$ cat src/hw/rtl/hs2d_pkg.sv
// Shared constants, register codes and item types of the heat stencil block.
package hs2d_pkg;

   // Grid limits and the derived line store geometry
   localparam int MAX_ROWS    = 1024;
   localparam int MAX_COLS    = 1024;
   localparam int STORE_DEPTH = MAX_COLS + 2;
   localparam int ADDR_W      = $clog2(STORE_DEPTH);
   localparam int ROW_W       = $clog2(MAX_ROWS + 2);
   localparam int FILL_W      = $clog2(STORE_DEPTH + 1);

   // Field widths
   localparam int VALUE_W    = 32;
   localparam int IDX_W      = 11;
   localparam int SIZE_W     = 11;
   localparam int COEF_W     = 16;
   localparam int SIZE_RESET = 256;

   // Datapath widths: second difference, product, rounded sum, saturation input
   localparam int DIFF_W = VALUE_W + 3;
   localparam int PROD_W = DIFF_W + COEF_W + 1;
   localparam int SUM_W  = PROD_W + 1;
   localparam int FRAC_W = 16;
   localparam int QUO_W  = SUM_W - FRAC_W;
   localparam int SAT_W  = QUO_W + 1;

   // Result queue
   localparam int FIFO_DEPTH = 8;
   localparam int FIFO_PTR_W = $clog2(FIFO_DEPTH);
   localparam int FIFO_CNT_W = $clog2(FIFO_DEPTH + 1);

   // Register file
   localparam int CSR_ADDR_W = 4;
   localparam int CSR_DATA_W = 32;

   typedef enum logic [1:0] {
      REG_GRID_ROWS = 2'd0,
      REG_GRID_COLS = 2'd1,
      REG_COEF_X    = 2'd2,
      REG_COEF_Y    = 2'd3
   } reg_index_type;

   // Position data that travels alongside the arithmetic
   typedef struct packed {
      logic [IDX_W-1:0] row;
      logic [IDX_W-1:0] col;
      logic             last;
   } meta_type;

   // One result item
   typedef struct packed {
      logic signed [VALUE_W-1:0] new_value;
      logic [IDX_W-1:0]          out_row;
      logic [IDX_W-1:0]          out_col;
      logic                      last_of_grid;
   } rsp_item_type;

endpackage

$ cat src/hw/rtl/hs2d_arith.sv
// Stencil arithmetic pipeline: coefficient products, rounding and saturation.
module hs2d_arith (
   input  logic                                      clock,
   input  logic                                      reset,
   input  logic                                      in_valid,
   input  logic signed [hs2d_pkg::DIFF_W-1:0]         in_dv,
   input  logic signed [hs2d_pkg::DIFF_W-1:0]         in_dh,
   input  logic signed [hs2d_pkg::VALUE_W-1:0]        in_p,
   input  hs2d_pkg::meta_type                         in_meta,
   input  logic [hs2d_pkg::COEF_W-1:0]                coef_x,
   input  logic [hs2d_pkg::COEF_W-1:0]                coef_y,
   output logic                                      out_valid,
   output hs2d_pkg::rsp_item_type                     out_item,
   output logic [1:0]                                busy_count
);
   import hs2d_pkg::*;

   logic                      v2_ff, v3_ff, v4_ff;
   logic signed [DIFF_W-1:0]  dv2_ff, dh2_ff;
   logic signed [VALUE_W-1:0] p2_ff, p3_ff, p4_ff;
   meta_type                  meta2_ff, meta3_ff, meta4_ff;
   logic signed [PROD_W-1:0]  px3_ff, py3_ff;
   logic signed [PROD_W-1:0]  px_in, py_in;
   logic signed [SUM_W-1:0]   sum;
   logic signed [QUO_W-1:0]   q4_ff;
   logic signed [SAT_W-1:0]   total;
   logic signed [VALUE_W-1:0] sat_value;

   // Advance the valid bits of the three stages
   always_ff @(posedge clock) begin
      if (reset) begin
         v2_ff <= 1'b0;
         v3_ff <= 1'b0;
         v4_ff <= 1'b0;
      end else begin
         v2_ff <= in_valid;
         v3_ff <= v2_ff;
         v4_ff <= v3_ff;
      end
   end

   // Stage 2: capture the second differences
   always_ff @(posedge clock) begin
      dv2_ff   <= in_dv;
      dh2_ff   <= in_dh;
      p2_ff    <= in_p;
      meta2_ff <= in_meta;
   end

   // Stage 3: one coefficient product per axis
   always_comb begin
      px_in = $signed({1'b0, coef_x}) * dv2_ff;
      py_in = $signed({1'b0, coef_y}) * dh2_ff;
   end

   always_ff @(posedge clock) begin
      px3_ff   <= px_in;
      py3_ff   <= py_in;
      p3_ff    <= p2_ff;
      meta3_ff <= meta2_ff;
   end

   // Stage 4: sum, add half an LSB and floor to Q16.16
   always_comb begin
      sum = SUM_W'(px3_ff) + SUM_W'(py3_ff) + SUM_W'(32768);
   end

   always_ff @(posedge clock) begin
      q4_ff    <= sum[SUM_W-1:FRAC_W];
      p4_ff    <= p3_ff;
      meta4_ff <= meta3_ff;
   end

   // Add the center value and clip to the signed 32-bit range
   always_comb begin
      total = {{(SAT_W-VALUE_W){p4_ff[VALUE_W-1]}}, p4_ff} + SAT_W'(q4_ff);
      if (total > SAT_W'(34'sh0_7FFF_FFFF)) begin
         sat_value = {1'b0, {(VALUE_W-1){1'b1}}};
      end else if (total < -SAT_W'(34'sh0_8000_0000)) begin
         sat_value = {1'b1, {(VALUE_W-1){1'b0}}};
      end else begin
         sat_value = total[VALUE_W-1:0];
      end
   end

   always_comb begin
      out_valid             = v4_ff;
      out_item.new_value    = sat_value;
      out_item.out_row      = meta4_ff.row;
      out_item.out_col      = meta4_ff.col;
      out_item.last_of_grid = meta4_ff.last;
      busy_count            = 2'(v2_ff) + 2'(v3_ff) + 2'(v4_ff);
   end

endmodule

$ cat config.mk
export PLATFORM = sky130hd
export DESIGN_NAME = hs2d_arith
export DESIGN_NICKNAME = d
export VERILOG_FILES = /design/src/hw/rtl/hs2d_pkg.sv /design/src/hw/rtl/hs2d_arith.sv
export SDC_FILE = /design/constraint.sdc
export NUM_CORES = 2
export LEC_CHECK = 0
export BUFFER_PORTS_ARGS = -buffer_cell sky130_fd_sc_hd__buf_2
export CAP_MARGIN = 20
export CORE_MARGIN = 4
export CORE_UTILIZATION = 60
export CTS_BUF_LIST = sky130_fd_sc_hd__clkbuf_8
export CTS_CLUSTER_DIAMETER = 80
export CTS_CLUSTER_SIZE = 12
export DETAILED_ROUTE_END_ITERATION = 8
export GPL_ROUTABILITY_DRIVEN = 0
export PLACE_DENSITY_LB_ADDON = 0.2
export SLEW_MARGIN = 20
export SYNTH_ARGS = -nofsm -noshare
export SYNTH_HDL_FRONTEND = slang
export SYNTH_SLANG_ARGS = --single-unit
$ cat constraint.sdc
create_clock -name clock -period 7.6 [get_ports clock]
set_clock_uncertainty 0.1 [all_clocks]
set_input_delay 0.76 -clock clock [delete_from_list [all_inputs] [get_ports clock]]
set_output_delay 0.76 -clock clock [all_outputs]
set_load 0.1 [all_outputs]
==> flow_summary.json <==
{
  "status": "complete, no violations",
  "ys_types": 82,
  "grt_pass1_wl_mm": 204.5,
  "netlist_instances": 5493,
  "fill_cells": 6999,
  "die-height_um": 300.6,
  "cts_buffers": 41,
  "cp-end-kind": "flop",
  "drcViolationCount": 0,
  "syn_avg_cell_area_um2": 9.351,
  "r2r_end": "py3_ff[51]",
  "cp_data_required_time_ps": 8130,
  "ant_nets": 0,
  "hold_viol": 0,
  "hold_path.class": "input port to flop",
  "ff2ff_setup_slack_ps": 360,
  "path_buf_inv": 6,
  "synth_ff_type": "dfxtp_1",
  "max_slew_margin_pct": 43.09,
  "max_stage_delay_ps": 750,
  "seq_area_um2": 7587,
  "crit_type": "flop to flop",
  "synth.cell_area_um2": 51360,
  "post_cts_buffers": 0,
  "fp.dieW_um": 300.6,
  "multi_input_area_um2": 38250,
  "syn_nets": 7101,
  "critPathArrivalTime_ps": 7770,
  "tritoncts": "yes",
  "slew_viol_final": 0,
  "cpMaxStageDelayCell": "dfxtp_1",
  "syn2layout_area_growth_pct": 7.761,
  "grt_max_degree": 36,
  "num_rows": 107,
  "first_pass_iters": 5,
  "finalSetupTns_ps": 0,
  "clk_path_buf_depth": 3,
  "numClockSinks": 379,
  "cp_num_cells": 24,
  "clockRootBuffer": "clkbuf_8",
  "fmax_mhz": 138.1,
  "wirelength_mm": 124.2,
  "min_period_over_period_pct": 95.29,
  "wire_per_inst_um": 18.09,
  "gr-usage-met3_pct": 5.256,
  "path_clk_slew_ps": 90,
  "vias": 36900,
  "busiest_layer": "met2",
  "grt_usage_pct": 28.70,
  "worstHoldStart": "in_dv[19]",
  "layout.nets": 7311,
  "path_cells": "nand2_1 > fa_1 > fa_1 > inv_1 > fa_1 > inv_1 > fa_1 > inv_1 > fa_1 > inv_1 > fa_1 > inv_1 > ha_1 > a21oi_1 > and2_1 > o21ai_0 > o31ai_1 > buf_4 > a21boi_1 > a311o_1 > a41oi_1 > nor3_1 > or3b_1 > o211ai_1",
  "rsz0062_at_grt": "no",
  "grt_use_met2_pct": 48.09,
  "vias_per_cell": 5.376,
  "worst_setup_path_start_kind": "flop",
  "grt_pass1_vias": 39850,
  "ys_seq_area_share_pct": 14.77,
  "ff2ff_path_depth": 24,
  "ys_seq_elements": 379,
  "period_needed_ps": 7242,
  "die-area_um2": 90350,
  "r2r_start": "dh2_ff[10]",
  "critical-path-top-delay-family": "adder cells",
  "port_buffers": 217,
  "yosysWarnings": 0,
  "drive_gt1_share_pct": 7.488,
  "overflow": 0,
  "setup_violations": 0,
  "htreeDepth": 2,
  "io-pin-count": 218,
  "hpwl_mm": 101.6,
  "met1_usage_pct": 38.20,
  "core_area_um2": 85010,
  "antenna_found_initial": 13,
  "drv_cap": 0,
  "async_reset_ff_share_pct": 0,
  "tightestPinTransition_ps": 852.4,
  "drt_iter0_drc": 2023,
  "clock_latency_ps": 730,
  "synth_edf_count": 0,
  "holdPathEnd": "dv2_ff[19]",
  "hold_depth": 1,
  "crit_fanout": 10,
  "crit_top_cell": "fa_1",
  "start_util_pct": 60.42
}
==> final cells by class <==
type                       instances  share of cell area (%)
tap                             1144                   2.586
antenna                            5                 0.02261
inverter                        1238                   8.396
multi-input combinational       3650                   69.11
clock buffer                      44                   1.094
sequential                       379                   13.71
timing repair buffer             393                   4.901
clock inverter                    12                  0.1831
==> synth_stat cells, types with 13 or more instances <==
library cell | n | area (µm²)
fa_1 | 1064 | 21300
o21bai_1 | 22 | 165.2
ha_1 | 384 | 4805
o21ai_0 | 83 | 415.4
nor2b_1 | 26 | 162.7
nand2_1 | 802 | 3010
o21ai_1 | 13 | 65.06
nor3_1 | 24 | 120.1
a21o_1 | 102 | 765.7
nor2_1 | 90 | 337.8
inv_1 | 1238 | 4647
a31oi_1 | 20 | 125.1
clkbuf_1 | 217 | 814.5
xor2_1 | 55 | 481.7
nand2b_1 | 16 | 100.1
xnor2_1 | 107 | 937.2
and2_1 | 424 | 2653
dfxtp_1 | 379 | 7587
nand3_1 | 31 | 155.2
a21oi_1 | 164 | 820.8
and3_1 | 17 | 106.4
o21a_1 | 33 | 247.7
nand4_1 | 20 | 125.1
==> flip-flops by register name (all words and copies together), names as in the netlist <==
register and flops:
px3_ff 52, py3_ff 52, q4_ff 37, dh2_ff 35
dv2_ff 35, p2_ff 32, p3_ff 32, p4_ff 32
meta2_ff 23, meta3_ff 23, out_item 23, out_valid 1
v2_ff 1, v3_ff 1
==> routing by layer <==
metal  share of wire (%)  routed length, µm
met5               0.042                 52
met4                 3.2               3949
met3                 8.1              10070
met2                  48              59340
met1                  41              50750
==> placed cells by master, fill, tap and decap left out, drive strengths merged, types with 4 or more instances in the layout <==
| cell | n |
|---|---|
| nand4 | 20 |
| buf | 351 |
| nor2b | 26 |
| diode | 5 |
| and4 | 8 |
| a311oi | 10 |
| o211ai | 13 |
| and2 | 424 |
| o21ai | 97 |
| nand3 | 31 |
| xor2 | 55 |
| o21bai | 22 |
| o21a | 33 |
| a211o | 7 |
| a21oi | 165 |
| a31o | 7 |
| inv | 1246 |
| dlygate4sd3 | 42 |
| a211oi | 13 |
| a31oi | 20 |
| nand2 | 802 |
| ha | 384 |
| or3 | 4 |
| nor3 | 24 |
| a41oi | 5 |
| o31ai | 6 |
| clkbuf | 44 |
| xnor2 | 107 |
| and3 | 17 |
| dfxtp | 379 |
| a221oi | 4 |
| nand2b | 16 |
| o311ai | 4 |
| nor2 | 90 |
| a2111oi | 5 |
| fa | 1064 |
| or2 | 7 |
| a21boi | 9 |
| a21o | 102 |
==> worst max-delay path by stage <==
| stage | startpoint | end | slack [ps] |
|---|---|---|---|
| 2_1_floorplan | coef_y[2] | py3_ff[47] | 630 |
| 5_1_grt | dh2_ff[10] | py3_ff[49] | 50 |
| 6_report | dh2_ff[10] | py3_ff[51] | 360 |
| 4_1_cts | dh2_ff[11] | py3_ff[51] | 420 |
| 3_3_place_gp | coef_y[4] | py3_ff[50] | 220 |
| 3_5_place_dp | coef_y[4] | py3_ff[47] | 140 |
==> what timing repair did <==
action                                  4_1_cts  5_1_grt
endpoints found under the setup margin        0        1
hold buffers                                 42        0
resized for setup                             0        1
hold endpoints to repair                     42        0
==> stage by stage <==
step	instance area, µm²	util, %	hold slack (ps)	std cells	setup WS [ps]
floorplan	51360	-	209.6	5493	626.1
global placement	54210	63.76	209.6	6762	222.9
detailed placement	54210	63.76	212.1	6762	142.8
CTS	55340	65.09	0.03791	6860	424.6
global route	55340	65.10	21.70	6862	46.16
finish	55350	65.11	60.03	6865	357.8
==> cell families after synthesis <==
kind of cell | share of synthesized area [%]
fa+ha+maj | 50.82
compound gates | 7.189
xor+xnor | 2.762
flops | 14.77
buf+inv | 10.76
simple gates | 13.66
mux | 0.03898
Power is left out: the tool's default activity adds up to more than one toggle a clock period on the data nets, which glitch-free logic cannot reach.
