===== config.mk =====
export PLATFORM = sky130hd
export DESIGN_NAME = hs2d_rsp_fifo
export DESIGN_NICKNAME = d
export VERILOG_FILES = /design/src/hw/rtl/hs2d_pkg.sv /design/src/hw/rtl/hs2d_rsp_fifo.sv
export SDC_FILE = /design/constraint.sdc
export NUM_CORES = 1
export LEC_CHECK = 0
export BUFFER_PORTS_ARGS = -buffer_cell sky130_fd_sc_hd__buf_4
export CAP_MARGIN = 20
export CORE_ASPECT_RATIO = 0.6
export CORE_MARGIN = 10
export CORE_UTILIZATION = 50
export CTS_CLUSTER_SIZE = 20
export DETAILED_ROUTE_END_ITERATION = 8
export PLACE_DENSITY = 0.66
export SYNTH_ARGS = -nofsm -noshare
export SYNTH_HDL_FRONTEND = slang
export SYNTH_SLANG_ARGS = --single-unit

===== constraint.sdc =====
create_clock -name clock -period 14.88 [get_ports clock]
set_input_delay 0 -clock clock [delete_from_list [all_inputs] [get_ports clock]]
set_output_delay 0 -clock clock [all_outputs]
set_load 0.005 [all_outputs]

===== src/hw/rtl/hs2d_pkg.sv =====
// Shared constants, register codes and item types of the heat stencil block.
package hs2d_pkg;

   // Grid limits and the derived line store geometry
   localparam int MAX_ROWS    = 1024;
   localparam int MAX_COLS    = 1024;
   localparam int STORE_DEPTH = MAX_COLS + 2;
   localparam int ADDR_W      = $clog2(STORE_DEPTH);
   localparam int ROW_W       = $clog2(MAX_ROWS + 2);
   localparam int FILL_W      = $clog2(STORE_DEPTH + 1);

   // Field widths
   localparam int VALUE_W    = 32;
   localparam int IDX_W      = 11;
   localparam int SIZE_W     = 11;
   localparam int COEF_W     = 16;
   localparam int SIZE_RESET = 256;

   // Datapath widths: second difference, product, rounded sum, saturation input
   localparam int DIFF_W = VALUE_W + 3;
   localparam int PROD_W = DIFF_W + COEF_W + 1;
   localparam int SUM_W  = PROD_W + 1;
   localparam int FRAC_W = 16;
   localparam int QUO_W  = SUM_W - FRAC_W;
   localparam int SAT_W  = QUO_W + 1;

   // Result queue
   localparam int FIFO_DEPTH = 8;
   localparam int FIFO_PTR_W = $clog2(FIFO_DEPTH);
   localparam int FIFO_CNT_W = $clog2(FIFO_DEPTH + 1);

   // Register file
   localparam int CSR_ADDR_W = 4;
   localparam int CSR_DATA_W = 32;

   typedef enum logic [1:0] {
      REG_GRID_ROWS = 2'd0,
      REG_GRID_COLS = 2'd1,
      REG_COEF_X    = 2'd2,
      REG_COEF_Y    = 2'd3
   } reg_index_type;

   // Position data that travels alongside the arithmetic
   typedef struct packed {
      logic [IDX_W-1:0] row;
      logic [IDX_W-1:0] col;
      logic             last;
   } meta_type;

   // One result item
   typedef struct packed {
      logic signed [VALUE_W-1:0] new_value;
      logic [IDX_W-1:0]          out_row;
      logic [IDX_W-1:0]          out_col;
      logic                      last_of_grid;
   } rsp_item_type;

endpackage


===== src/hw/rtl/hs2d_rsp_fifo.sv =====
// Result queue that decouples the stencil pipeline from the receiver.
module hs2d_rsp_fifo (
   input  logic                                  clock,
   input  logic                                  reset,
   input  logic                                  push,
   input  hs2d_pkg::rsp_item_type                 push_item,
   input  logic                                  pop,
   output logic                                  head_valid,
   output hs2d_pkg::rsp_item_type                 head_item,
   output logic [hs2d_pkg::FIFO_CNT_W-1:0]        count
);
   import hs2d_pkg::*;

   rsp_item_type            entries_ff [FIFO_DEPTH];
   logic [FIFO_PTR_W-1:0]   wr_ptr_ff, rd_ptr_ff;
   logic [FIFO_CNT_W-1:0]   count_ff;
   logic                    do_pop;

   assign do_pop     = pop && (count_ff != '0);
   assign head_valid = (count_ff != '0);
   assign head_item  = entries_ff[rd_ptr_ff];
   assign count      = count_ff;

   // Store the pushed item
   always_ff @(posedge clock) begin
      if (push) begin
         entries_ff[wr_ptr_ff] <= push_item;
      end
   end

   // Advance pointers and occupancy
   always_ff @(posedge clock) begin
      if (reset) begin
         wr_ptr_ff <= '0;
         rd_ptr_ff <= '0;
         count_ff  <= '0;
      end else begin
         if (push) begin
            wr_ptr_ff <= wr_ptr_ff + FIFO_PTR_W'(1);
         end
         if (do_pop) begin
            rd_ptr_ff <= rd_ptr_ff + FIFO_PTR_W'(1);
         end
         if (push && !do_pop) begin
            count_ff <= count_ff + FIFO_CNT_W'(1);
         end else if (!push && do_pop) begin
            count_ff <= count_ff - FIFO_CNT_W'(1);
         end
      end
   end

   // A push never lands in a full queue unless an item pops in the same cycle
   a_no_overflow: assert property (@(posedge clock) disable iff (reset)
      push |-> (count_ff < FIFO_CNT_W'(FIFO_DEPTH)) || do_pop)
      else $error("result queue overflow");

   // Occupancy tracks the pointer distance
   a_count_ptr: assert property (@(posedge clock) disable iff (reset)
      (count_ff == '0) || (count_ff == FIFO_CNT_W'(FIFO_DEPTH)) |->
         wr_ptr_ff == rd_ptr_ff)
      else $error("result queue pointers out of step");

endmodule


==> metrics.txt, run 1 <==
Port Buf Inserts=118; Worst-Margin Slew=between 1 and 1.5 ns; I/O pin cnt=between 100 and 150; commonest non-fill, non-tap cells in the layout=edfxtp_1, buf_4, mux4_2; CP arrival=3.40 ns; Clock transition at path regs=0.06 ns; register area share after synthesis=0.787; Seq cells post-synth=453; Mapped Nets=769; VDD IR-drop max=0.000114 V; die height=~160 µm; final worst-path cycle share=0.229; Max Buffers Root-to-Sink=3; CP Data Required Time=14.88 ns; outcome=completed; post-synthesis instance area=17100 µm²; CTS tree=done; gp weighted congestion=approximately 0.70; normalized max-slew margin=0.324; fillers=2357; final hold vios=0; vias in the first global route=8468; Worst-Skew Late Latency=between 0.5 and 0.6 ns; final setup vio count=0; post-DR vias/cell=between 5 and 6; Root Buffer=clkbuf_16; CTS resizes=0; drt initial violations=598; DRC errors left=0; Starting Density=0.508; most common cell after layout, fill and taps aside=edfxtp_1; f_max=294 MHz; Total GRT Usage=0.161; CORE AREA=around 34000 µm²; Worst Hold Class=in -> reg; kind of critical path=reg -> out; worst-path fanout max=33; per-cell routed wire length=between 20 and 25 µm; initial antenna violation count=3; Ys Warns=0; Post-DRT Antenna Nets=0; Mapped Cells=704; fin. max-slew vios=0; P&R area growth vs syn=19.3%; Num CTS Buffers=40; CP endpoint kind=primary output; crit path launch type=register; area occupied by multi-input gates=3490 µm²; # rows=52; router iterations before antenna repair=5; total length of routed wires=~34 mm; LEAKAGE=around 6.5 nW; vias=between 7000 and 8000; share of cells above drive strength 1=0.387; fin worst setup slack=11.48 ns; # nets final=969; Remaining Overflow, GRT=0; clk sinks=roughly 450; Setup TNS=0 ns; Setup Slack @ Placement=11.54 ns; first-pass GRT wire length=51.8 mm; register area=13500 µm²; pwr/cell area=152 nW/µm²; H-tree levels=2; DIE WIDTH=259 µm; average size of a mapped cell=24.3 µm²; largest net degree at the start of global routing=80; max cap viols=0; fin crit period=3.40 ns; synth unique cells=25; detailed-placement wirelength estimate=18.0 mm; final setup skew=0.0166 ns; unrepaired setup endpoints after global routing=no; Die ar.=42300 µm²
-- where the power goes --
group	leakage (nW)	switching [mW]	internal, mW	total [mW]
clock	0.601	0.423	0.551	0.974
sequential	4.11	0.0444	1.44	1.49
combinational	1.84	0.257	0.385	0.642
-- cells by family after synthesis --
| kind of cell | count (synthesis) | synth area share |
|---|---|---|
| DFF | 453 | 0.787 |
| AOI/OAI and AO/OA | 5 | 0.00168 |
| xor gates and xnor gates | 6 | 0.00307 |
| buffers and inverters | 33 | 0.0120 |
| adders and majority gates | 6 | 0.00483 |
| and+or+nand+nor | 33 | 0.00841 |
| muxes | 168 | 0.183 |
-- critical path, cell delays in order, from the launching register on --
cell	delay, ns
dfxtp_4	0.68
buf_16	0.30
buf_4	0.51
buf_16	0.32
mux4_2	0.53
mux2_2	0.32
buf_4	0.15
-- final cells by class --
| type | instances | share of cell area |
|---|---|---|
| multi-input combinational | 218 | 0.171 |
| antenna | 1 | 0.000123 |
| timing repair buffer | 190 | 0.0800 |
| sequential | 453 | 0.660 |
| clock inverter | 18 | 0.00650 |
| tap | 459 | 0.0281 |
| inverter | 1 | 0.000184 |
| clock buffer | 54 | 0.0536 |
-- sequential cells by signal (all words and copies together), names as in the netlist, named ones only --
register    cells
wr_ptr_ff       3
rd_ptr_ff       3
count           4
entries_ff    440
-- per-layer routing --
metal | GRT usage | part of all wire | vias to the layer above
li1 | - | - | 3386
met1 | 0.212 | 0.42 | 4170
met2 | 0.272 | 0.51 | 201
met3 | 0.0367 | 0.053 | 48
met4 | 0.0394 | 0.015 | 4
met5 | 0 | 0.00080 | -
-- per-stage QoR --
stage / hold WS (ns) / power, mW / area, µm² / util / std cells
after floorplan: 0.0989 / 1.93 / 17100 / - / 704
after global placement: 0.223 / 2.12 / 18500 / 0.549 / 1259
after detailed placement: 0.237 / 2.14 / 18500 / 0.549 / 1259
after CTS: 0.223 / 3.13 / 20300 / 0.603 / 1390
after global routing: 0.227 / 3.24 / 20400 / 0.606 / 1394
final: 0.248 / 3.10 / 20400 / 0.606 / 1394
-- final timing paths --
kind                             start                           to  slack [ns]  cells past startpoint
max                           register                head_item[15]       11.48                      6
min                      push_item[19]  entries_ff[5][19]$_DFFE_PP_        0.25                      2
max reg2reg      count[1]$_SDFFE_PP0P_        count[3]$_SDFFE_PP0P_       12.20                      9
min reg2reg  rd_ptr_ff[1]$_SDFFE_PP0P_                     register        0.49                      2
-- synth_stat cells (all sizes together) --
library cell | count | area, µm²
a21oi | 3 | 15.0
a211oi | 1 | 7.51
clkbuf | 9 | 33.8
buf | 23 | 168
or4 | 1 | 7.51
inv | 1 | 3.75
edfxtp | 440 | 13200
mux2i | 2 | 20.0
nor3 | 2 | 10.0
xor2 | 4 | 35.0
nand2 | 5 | 18.8
a31oi | 1 | 6.26
nand3 | 3 | 15.0
mux2 | 56 | 631
xnor2 | 2 | 17.5
fa | 1 | 20.0
ha | 5 | 62.6
nor2 | 18 | 67.6
mux4 | 110 | 2480
nor2b | 1 | 6.26
nand2b | 3 | 18.8
dfxtp | 13 | 260
-- repair_timing --
action | 4_1_cts | 5_1_grt
hold endpoints to repair | 453 | 0
setup buffers | 0 | 0
hold buffers | 59 | 0
No activity file was read; power rests on OpenSTA's default activity.
==> inputs of run 2 (changes only) <==
Settings changed: ABC_AREA set to 1.
Clock period 14.88 ns to 3.6 ns, I/O delays scaled along.
==> metrics.txt, run 2 <==
outcome=completed; crit path max-delay cell type=buf_4; unrepaired setup endpoints after global routing=no; register area share after synthesis=0.740 (-0.0471); kind of critical path=reg -> out; Yosys top cell by area=edfxtp_1; Ys Warns=0 (unchanged); CORE AREA=36100 µm² (+7.3%); Clock transition at path regs=0.06 ns (about the same); normalized max-slew margin=0.0584 (-0.266); vias=11500 (+47%); Port Buf Inserts=118 (unchanged); most flop-heavy register=entries_ff; most common cell after layout, fill and taps aside=nor2_1; Worst path most repeated cell=nand2_1; Post-synth ARST share=0 (unchanged); drt initial violations=1163 (+94%); Yosys top cell area share=0.726 (-0.0462); crit path launch type=register; Root Buffer=clkbuf_16; per-cell routed wire length=18.7 µm (-23%); worst-path fanout max=66 (+100%); fin. max-slew vios=0 (unchanged); fillers=2859 (+21%); average size of a mapped cell=11.7 µm² (-52%); router iterations before antenna repair=5 (unchanged); CP arrival=2.73 ns (-0.67 ns); Starting Density=0.504 (-0.00420); Mapped Nets=1615 (+110%); largest net degree at the start of global routing=221 (+180%); Total GRT Usage=0.183 (+0.0218); LEAKAGE=7.84 nW (+20%); Worst Hold Class=in -> reg; # nets final=1770 (+83%); CTS tree=done; pwr/cell area=625 nW/µm² (+310%); P&R area growth vs syn=17.1%; Remaining Overflow, GRT=0 (unchanged); CTS resizes=0 (unchanged); Seq cells post-synth=453 (unchanged); Worst-Skew Late Latency=0.56 ns (+0.03 ns); Die ar.=44700 µm² (+5.7%); crit-path cells=buf_4 -> nor2_1 -> o21ai_0 -> nand2_1 -> nand2_1 -> nand2_1 -> buf_4; crit-path max cell delay=0.77 ns (+0.09 ns); share of cells above drive strength 1=0.117 (-0.269); Post-synth EDFFs=440 (unchanged); detailed-placement wirelength estimate=21.7 mm (+20%); Mapped Cells=1550 (+120%); Primary FF master, synth=edfxtp_1; final setup vio count=0 (unchanged); f_max=366 MHz; initial antenna violation count=1 (-2); most frequent cell after synthesis=nor2_1; final worst-path cycle share=0.758; Synth area leaders=edfxtp_1, nor2_1, nand2_1, o21ai_1, o21ai_0; final setup skew=0.0245 ns (+0.00784 ns); DRC errors left=0 (unchanged); CP Data Required Time=3.60 ns (-11.28 ns); first-pass GRT wire length=65.0 mm (+25%); commonest non-fill, non-tap cells in the layout=nor2_1, edfxtp_1, nand2_1; Setup TNS=0 ns (unchanged); post-DR vias/cell=5.19 (-7.4%); Num CTS Buffers=43 (+7.5%); CP endpoint kind=primary output; gp weighted congestion=0.737 (+5.4%); clk sinks=453 (unchanged); Overall Power=13.3 mW (+330%); vias in the first global route=11100 (+31%); die height=168 µm (+2.8%); Max Buffers Root-to-Sink=3 (unchanged); post-synthesis instance area=18200 µm² (+6.4%); max FFs per register=440 (unchanged); Worst-Margin Slew=1.41 ns (+0.399 ns); total length of routed wires=41.4 mm (+22%); I/O pin cnt=119 (unchanged); DIE WIDTH=266 µm (+2.9%); max cap viols=0 (unchanged); synth unique cells=20 (-20%); fin crit period=approximately 2.7 ns; H-tree levels=2 (unchanged); final hold vios=0 (unchanged); VDD IR-drop max=0.000426 V (+270%); most common library cells after synthesis=nor2_1, edfxtp_1, nand2_1, o21ai_1, o21ai_0; Post-DRT Antenna Nets=0 (unchanged); # rows=54 (+3.8%)
run 2: logic make-up after synthesis:
| group | count (synthesis) | share of synthesized area |
|---|---|---|
| buf+inv | 98 | 0.0333 |
| compound gates | 233 | 0.0641 |
| xor+xnor | 2 | 0.000962 |
| simple gates | 758 | 0.157 |
| fa+ha+maj | 6 | 0.00454 |
| flops | 453 | 0.740 |
run 2: area by class of cell:
class | count | area, µm² | area share
clock inverters | 14 | 134 | 0.00628
diodes | 1 | 2.50 | 0.000117
inverters | 14 | 58.8 | 0.00276
well taps | 476 | 596 | 0.0279
repair buffers | 194 | 1700 | 0.0799
multi-input cells | 999 | 4180 | 0.196
flip-flops and latches | 453 | 13500 | 0.632
clock buffers | 59 | 1160 | 0.0543
run 2: worst paths after layout:
path / startpoint / to / slack [ns] / cells past startpoint
max: register / head_item[41] / 0.87 / 7
min: push_item[52] / entries_ff[6][52]$_DFFE_PP_ / 0.22 / 2
max reg2reg: count[0]$_SDFFE_PP0P_ / count[3]$_SDFFE_PP0P_ / 1.46 / 11
min reg2reg: rd_ptr_ff[2]$_SDFFE_PP0P_ / register / 0.51 / 2
run 2: routing by layer:
layer  wire [µm]  GRT usage  vias up
li1            -          -     5610
met1       19600      0.268     5478
met2       18600      0.283      317
met3        2610     0.0354       56
met4         569     0.0347        0
met5           0          0        -
run 2: per-stage QoR:
| stage | util | hold slack [ns] | instance area, µm² | setup slack [ns] | cells |
|---|---|---|---|---|---|
| finish | 0.590 | 0.217 | 21300 | 0.871 | 2210 |
| global route | 0.590 | 0.216 | 21300 | 0.673 | 2210 |
| CTS | 0.590 | 0.192 | 21300 | 0.848 | 2209 |
| detailed placement | 0.538 | 0.224 | 19400 | 1.43 | 2077 |
| global placement | 0.538 | 0.216 | 19400 | 1.46 | 2077 |
| floorplan | - | 0.0691 | 18200 | 0.169 | 1550 |
run 2: critical path, delay by kind of cell (launching register included):
family,cells,cell delay (ns)
buf+inv,2,0.93
flops,1,0.74
simple gates,4,0.36
compound gates,1,0.11
run 2: power by group:
group          internal, mW  total (mW)  switching (mW)
Sequential             5.94        6.04           0.103
Combinational          1.14        3.03            1.89
Clock                  2.39        4.25            1.86
run 2: repair_timing:
action	in CTS	in global routing
setup buffers	0	0
hold buffers	59	0
hold endpoints to repair	453	0
==> inputs of run 3 (changes only) <==
Clock period 3.6 ns to 2.9 ns, I/O delays scaled along.
==> metrics.txt, run 3 (synthesis results as in run 2) <==
Post-Layout Cell Count=2217 (+0.32%); initial antenna violation count=0 (-1); DIE WIDTH=266 µm (unchanged); max FFs per register=440 (unchanged); HP Start=push_item[23]; Post-Place Cell Area=19500 µm² (+0.50%); post-DR vias/cell=5.16 (-0.49%); # rows=54 (unchanged); final setup vio count=0 (unchanged); Worst-Skew Late Latency=0.54 ns (-0.02 ns); Root Buffer=clkbuf_16; max cap viols=0 (unchanged); Worst path most repeated cell=nand2_1; kind of critical path=reg -> out; Setup Slack @ Placement=0.814 ns (-0.617 ns); I/O pin cnt=119 (unchanged); crit path launch type=register; DRC errors left=0 (unchanged); most flop-heavy register=entries_ff; Starting Density=0.504 (unchanged); CP Buf/Inv Count=2 (unchanged); CTS tree=done; fin worst setup slack=0.271 ns (-0.600 ns); Max Buffers Root-to-Sink=3 (unchanged); crit-path cells=buf_12 -> nor2_1 -> nor2_1 -> o21ai_0 -> nand2_1 -> nand2_1 -> nand2_1 -> buf_4; CP endpoint kind=primary output; Post-Layout Inst Area=21500 µm² (+0.80%); per-cell routed wire length=18.8 µm (+0.32%); RR Endpoint=count[3]$_SDFFE_PP0P_; share of cells above drive strength 1=0.119 (+0.00233); router iterations before antenna repair=5 (unchanged); crit path max-delay cell type=buf_12; Total GRT Usage=0.186 (+0.00277); Clock transition at path regs=0.06 ns (about the same); f_max=380 MHz; fin. max-slew vios=0 (unchanged); P&R area growth vs syn=18.0%; H-tree levels=2 (unchanged); Hold Path Depth=2 (unchanged); Overall Power=16.8 mW (+26%); crit-path max cell delay=0.68 ns (-0.09 ns); fin crit period=2.63 ns; final worst-path cycle share=0.906; largest net degree at the start of global routing=221 (unchanged); total length of routed wires=41.6 mm (+0.64%); vias=11400 (-0.17%); CP Data Required Time=2.90 ns (-0.70 ns); unrepaired setup endpoints after global routing=no; vias in the first global route=11400 (+3.3%); final setup skew=0.00998 ns (-0.0145 ns); Reg2Reg Setup Slack=0.80 ns (-0.66 ns); CORE AREA=36100 µm² (unchanged); Port Buf Inserts=118 (unchanged); Die ar.=44700 µm² (unchanged); CP arrival=2.63 ns (-0.10 ns); Remaining Overflow, GRT=0 (unchanged); drt initial violations=1113 (-4.3%); detailed-placement wirelength estimate=20.2 mm (-6.6%); outcome=completed; commonest non-fill, non-tap cells in the layout=nor2_1, edfxtp_1, nand2_1; normalized max-slew margin=0.237 (+0.178); final hold vios=0 (unchanged); Num CTS Buffers=43 (unchanged); critical path's top delay family=buffers and inverters; antenna cells=0 (-1); clk sinks=453 (unchanged); worst-case hold path end point=entries_ff[4][23]$_DFFE_PP_; first-pass GRT wire length=65.8 mm (+1.3%); # nets final=1773 (+0.17%); CTS resizes=0 (unchanged); DP Cell Count=2080 (+0.14%); Post-DRT Antenna Nets=0 (unchanged); LEAKAGE=7.92 nW (+0.98%); VDD IR-drop max=0.000561 V (+32%); post-layout util=0.594 (+0.00471); die height=168 µm (unchanged); worst-path fanout max=220 (+230%); Worst Hold Class=in -> reg; most common cell after layout, fill and taps aside=nor2_1; pwr/cell area=781 nW/µm² (+25%); Worst-Margin Slew=1.15 ns (-0.267 ns); Reg-to-Reg Start=count[0]$_SDFFE_PP0P_; gp weighted congestion=0.769 (+4.3%); Register-to-Register Path Depth=11 (unchanged)
run 3: cell count changes in the layout (fill, tap and decap cells not counted), sizes merged:
cell	delta
clkinv	+5
diode	-1
bufinv	+2
inv	-2
clkbuf	-1
buf	+3
clkinvlp	+1
run 3: per-stage QoR:
stage | hold WS [ns] | TNS, ns
finish | 0.236 | 0
global route | 0.233 | 0
global placement | 0.217 | 0
CTS | 0.215 | 0
detailed placement | 0.232 | 0
floorplan | 0.0691 | -116.81
run 3: worst max-delay path by stage:
stage                                         start                          to  slack (ns)  cells after the start
after floorplan           wr_ptr_ff[0]$_SDFFE_PP0P_  entries_ff[0][0]$_DFFE_PP_       -0.53                      2
after global placement        count[0]$_SDFFE_PP0P_       count[3]$_SDFFE_PP0P_        0.89                     11
after detailed placement      count[0]$_SDFFE_PP0P_       count[3]$_SDFFE_PP0P_        0.81                     11
after CTS                                  register               head_item[42]        0.33                      8
after global routing                       register               head_item[31]        0.16                      8
final                                      register               head_item[42]        0.27                      8
run 3: layout make-up:
type / instances / area, µm²
inverter: 14 / 58.8
timing repair buffer: 197 / 1800
sequential: 453 / 13500
fill: 2891 / 14700
multi-input combinational: 999 / 4180
tap: 476 / 596
clock buffer: 58 / 1170
clock inverter: 20 / 191
run 3: power by group:
part	leakage, nW	switching [mW]	internal (mW)
clock network	0.656	2.31	3.19
registers	4.11	0.0794	7.37
logic	3.16	2.37	1.45
total	7.92	4.75	12.0
run 3: timing repair:
action / in CTS / in global routing
buffers inserted: 0 / 0
endpoints found under the hold margin: 453 / 0
hold buffers: 59 / 0
run 3: layer usage:
metal | GRT usage | wire (µm) | vias to the layer above
met5 | 0 | 0 | -
met4 | 0.0399 | 517 | 0
met3 | 0.0300 | 2070 | 41
met2 | 0.303 | 20200 | 251
met1 | 0.260 | 18900 | 5530
li1 | - | - | 5619
